File: src/design/bsmm_pkg.sv
// Shared types and constants for the bounded min/max stack.
package bsmm_pkg;

    // Number of cells in the stack row
    localparam int DEPTH = 1024;
    // Width of the held-entry counter, able to hold DEPTH itself
    localparam int CNT_W = $clog2(DEPTH + 1);
    // Fixed field widths
    localparam int VAL_W = 32;
    localparam int CAP_W = 11;
    localparam int OUT_CNT_W = 11;

    typedef enum logic {
        CMD_PUSH = 1'b0,
        CMD_POP  = 1'b1
    } t_cmd;

    typedef enum logic [1:0] {
        ST_DONE  = 2'd0,
        ST_FULL  = 2'd1,
        ST_EMPTY = 2'd2
    } t_status;

    // Prefix minimum and maximum held next to one entry
    typedef struct packed {
        logic signed [VAL_W-1:0] pmin;
        logic signed [VAL_W-1:0] pmax;
    } t_pair;

    // Shift control broadcast to every cell
    typedef struct packed {
        logic push;
        logic pop;
    } t_shift;

endpackage

File: src/design/bsmm_cell.sv
// One stack cell: holds a prefix min/max pair and shifts with its neighbors.
module bsmm_cell (
    input  logic            i_clk,
    input  bsmm_pkg::t_shift i_shift,
    input  bsmm_pkg::t_pair i_from_up,
    input  bsmm_pkg::t_pair i_from_down,
    output bsmm_pkg::t_pair o_pair
);
    import bsmm_pkg::*;

    t_pair r_pair;
    t_pair n_pair;

    // Take the upper neighbor on push, the lower one on pop, else hold
    always_comb begin
        n_pair = r_pair;
        if (i_shift.push) begin
            n_pair = i_from_up;
        end else if (i_shift.pop) begin
            n_pair = i_from_down;
        end
    end

    always_ff @(posedge i_clk) begin
        r_pair <= n_pair;
    end

    assign o_pair = r_pair;

endmodule
File: config.mk
export PLATFORM = sky130hd
export DESIGN_NAME = bsmm_cell
export DESIGN_NICKNAME = d
export VERILOG_FILES = /design/src/design/bsmm_pkg.sv /design/src/design/bsmm_cell.sv
export SDC_FILE = /design/constraint.sdc
export NUM_CORES = 1
export LEC_CHECK = 0
export BUFFER_PORTS_ARGS = -buffer_cell sky130_fd_sc_hd__buf_2
export CAP_MARGIN = 20
export CORE_AREA = 5 5 90 92
export CTS_BUF_LIST = sky130_fd_sc_hd__clkbuf_16
export CTS_CLUSTER_DIAMETER = 200
export DETAILED_ROUTE_END_ITERATION = 8
export DIE_AREA = 0 0 95 97
export GPL_ROUTABILITY_DRIVEN = 1
export GPL_TIMING_DRIVEN = 1
export PLACE_DENSITY = 0.78
export SKIP_CTS_REPAIR_TIMING = 1
export SYNTH_ARGS = -nofsm -noshare
export SYNTH_HDL_FRONTEND = slang
export SYNTH_SLANG_ARGS = --single-unit
File: constraint.sdc
create_clock -name i_clk -period 3.7 [get_ports i_clk]
set_input_delay 0.555 -clock i_clk [delete_from_list [all_inputs] [get_ports i_clk]]
set_output_delay 0.555 -clock i_clk [all_outputs]
set_load 0.02 [all_outputs]
Word level (Yosys, flattened, before mapping)
Cells that the tools add are included.
{"block": "word_totals", "regBits": 64, "input_bits": 131, "out_inout_bits": 64, "wordCells": 5}
{"block": "classes", "n_reduce_logical": 1, "muxes": 2}
{"operator": "two-way mux 64 bit", "n": 2}
{"operator": "nonzero test 2 bit", "n": 1}

Longest topological paths before layout
{"block": "depth", "depth_word": 2, "depth_mapped": 3, "ltp_nobuf": 1}

Least setup slack after synthesis
OpenSTA, ideal clock, no wires.
{"block": "synth_timing", "path_type": "input to register", "start": "in i_shift[1] in the netlist's numbering", "end": "reg r_pair (netlist bit o_pair[0]) (enable)", "n_path_buf": 2, "setup_ps": 426, "t_required_ps": 3274, "path_stages": 3, "t_arrival_ps": 2304, "setup_slack_ps": 971, "cell_sequence": "buf_6 > buf_6 > or2_1"}
{"block": "synth_between", "elab_chain_cells": 1}
{"item": "start: declaration", "line_no": "bsmm_cell.sv:4", "text": "input bsmm_pkg::t_shift i_shift,"}
{"item": "nonzero test 2 bit (no source line)"}
{"item": "end signal: assignment", "line_no": "bsmm_cell.sv:25", "text": "r_pair <= n_pair;"}
{"item": "end: declaration", "line_no": "bsmm_cell.sv:11", "text": "t_pair r_pair;"}
Every way passes these cells.
A chain may end at the register's enable or synchronous reset.

Worst setup path in the final report
{"block": "layout_timing", "start": "in i_shift[1] in the netlist's numbering", "end": "reg r_pair (netlist bit o_pair[10]) (enable)"}
Same word-level chain as after synthesis.

==> metrics.md <==
| Metric | Value |
|---|---|
| Status | complete, no violations |
| Yosys cell types | 6 |
| H-tree depth | 3 |
| Dominant cells by area after synthesis | edfxtp_1, mux2_4, mux2_2 |
| Clock group share of total power | 0.402 |
| DP Area | 3950 µm² |
| Share of async-settable or async-resettable flops after synthesis | 0 |
| Adder-Cell Fraction of Synth Area | 0 |
| Top-area cell type share of the netlist area | 0.661 |
| Final instance area | between 4000 and 5000 µm² |
| Setup crit start kind | input port |
| Sequential fraction of the synthesis area | 0.661 |
| P_leak | 2.04 nW |
| Worst Max-Slew Pin Slew | roughly 0.75 ns |
| Top-count cell post-synth | edfxtp_1 |
| Multiplexer share of the synthesized area | 0.311 |
| Fillers | approximately 600 |
| Max clock buf depth | 2 |
| Number of I/O port buffers | ~190 |
| Post-synthesis instance area | 2910 µm² |
| Largest net degree at the start of global routing | 37 |
| Via density | 4.47 |
| Complex-gate fraction of the synthesized area | 0 |
| Net Sw Frac | 0.235 |
| TritonCTS buffer count | 9 |
| Max reg flops | 64 |
| XOR/XNOR share of the synthesized area | 0 |
| Initial DRC count | 35 |
| Clk sinks | 64 |
| Max Fclk | about 480 MHz |
| Initial core utilization | 0.407 |
| ANT nets after route | 0 |
| Layout Cells excl Fill | 441 |
| Pins Over Slew Limit | 0 |
| Avg Cell Area, Syn | 21.4 µm² |
| CTS tree | yes |
| GR Overflow Total | 0 |
| Main combinational cell family by area after synthesis | multiplexers |
| Sequential Power Share | 0.423 |
| Core ar. | 7140 µm² |
| Synth Register Bits | 64 |
| Drc violations | 0 |
| RD Place Congestion | 0.750 |
| Ys flop type | edfxtp_1 |
| Post-synth EDFFs | 64 |
| Root buf cell | clkbuf_16 |
| DP Cell Count | 425 |
| YS warnings | 0 |
| Die footprint | 9220 µm² |
| Gr usage total | 0.157 |
| Clock slew at reported path FFs | 0.05 ns |
| Final min period | between 2 and 2.5 ns |
| MaxCap Viol Count | 0 |
| Ports | 195 |
| Crit path required time | 3.70 ns |
| Post-Syn Instances | 136 |
| Pint | 1.65 mW |
| Post-place setup slack | 1.28 ns |
| Pwr dens | 506 nW/µm² |
| DR vias | between 1.5k and 2k |
| # rows | 31 |
| CP endpoint kind | flip-flop |
| Hold Crit Class | input port to flip-flop |
| Layout cells sized above 1 | 0.807 |
| Critical path peak fanout | 32 |
| Setup violators final | 0 |
| Simple-Gate Fraction of Synth Area | 0.00215 |
| Die Ht | 97 µm |
| Final core utilization | 0.598 |
| Synth area leader | edfxtp_1 |
| Psw | 0.508 mW |
| Setup TNS | 0 ns |
| Combinational share of power | 0.175 |
| First-pass GRT wire length | 10900 µm |
| Max transition margin | 0.500 |
| Final period util | 0.557 |
| Hold Vio Cnt, Final | 0 |
| Sum of routed wire length over all layers | 7510 µm |
| VDD IR max | between 0.0002 and 0.00025 V |
| Critical path class | input port to flip-flop |
| PnR worst setup slack | 1.64 ns |
| Antenna violations before repair | 0 |
| Diodes inserted | 0 |
| Area delta synth->final | 46.8% |
| DR pass1 iterations | 4 |
| Vias in the first global route | between 2k and 2.5k |
| Syn_nets | 267 |
| Chip width | 95 µm |
| Nets | 468 |
| DR WL/cell | 17.0 µm |
| Unrepaired setup endpoints after global routing | no |
| Post-synth top cells | edfxtp_1, mux2_4, mux2_2 |
| Worst path arrival time | 2.06 ns |
-- stage by stage --
stage | hold slack (ns) | power (mW)
final | 0.535 | 2.16
after global routing | 0.524 | 2.24
after detailed placement | 0.858 | 1.31
after CTS | 0.525 | 2.18
after floorplan | 0.772 | 1.15
after global placement | 0.856 | 1.30
-- cells by family (layout without fill, tap and decap cells) --
| logic type | Yosys count | count (layout) |
|---|---|---|
| muxes | 64 | 64 |
| DFF | 64 | 64 |
| buffers and inverters | 7 | 213 |
| and+or+nand+nor | 1 | 1 |
-- final cells by class --
type / count / area, µm² / area share
clock buffer: 9 / 225 / 0.0528
clock inverter: 7 / 87.6 / 0.0205
multi-input combinational: 65 / 911 / 0.214
sequential: 64 / 1920 / 0.451
tap: 99 / 124 / 0.0290
timing repair buffer: 197 / 996 / 0.233
-- power groups by stage --
stage / Sequential [mW] / Combinational (mW) / Clock, mW
floorplan: 1.03 / 0.113 / 0
global placement: 0.926 / 0.374 / 0
detailed placement: 0.929 / 0.382 / 0
CTS: 0.914 / 0.383 / 0.885
global route: 0.919 / 0.400 / 0.918
finish: 0.913 / 0.378 / 0.867
-- worst max-delay path: stages --
cell and delay (ns):
buf_4 0.38, or2_2 0.70, buf_4 0.39
-- worst paths after layout --
check	depth (start not counted)	from	end
worst min-delay path	2	i_from_up[30]	o_pair[30]
worst max-delay path	3	i_shift[1]	o_pair[10]
-- placed cells by master, fill, tap and decap left out --
cell type   count
mux2_2         15
edfxtp_1       64
inv_1           1
bufinv_16       2
clkbuf_16       9
clkinv_1        1
buf_4           4
mux2_4         49
clkinv_2        1
buf_2         193
clkinvlp_4      2
or2_2           1
-- routing by layer --
metal	track usage	up-vias	wire, µm
met3	0.0613	13	833
met2	0.280	120	3830
met5	0	-	0
li1	-	939	-
met1	0.163	899	2700
met4	0.0599	0	142
(Power assumes the default switching activity.)
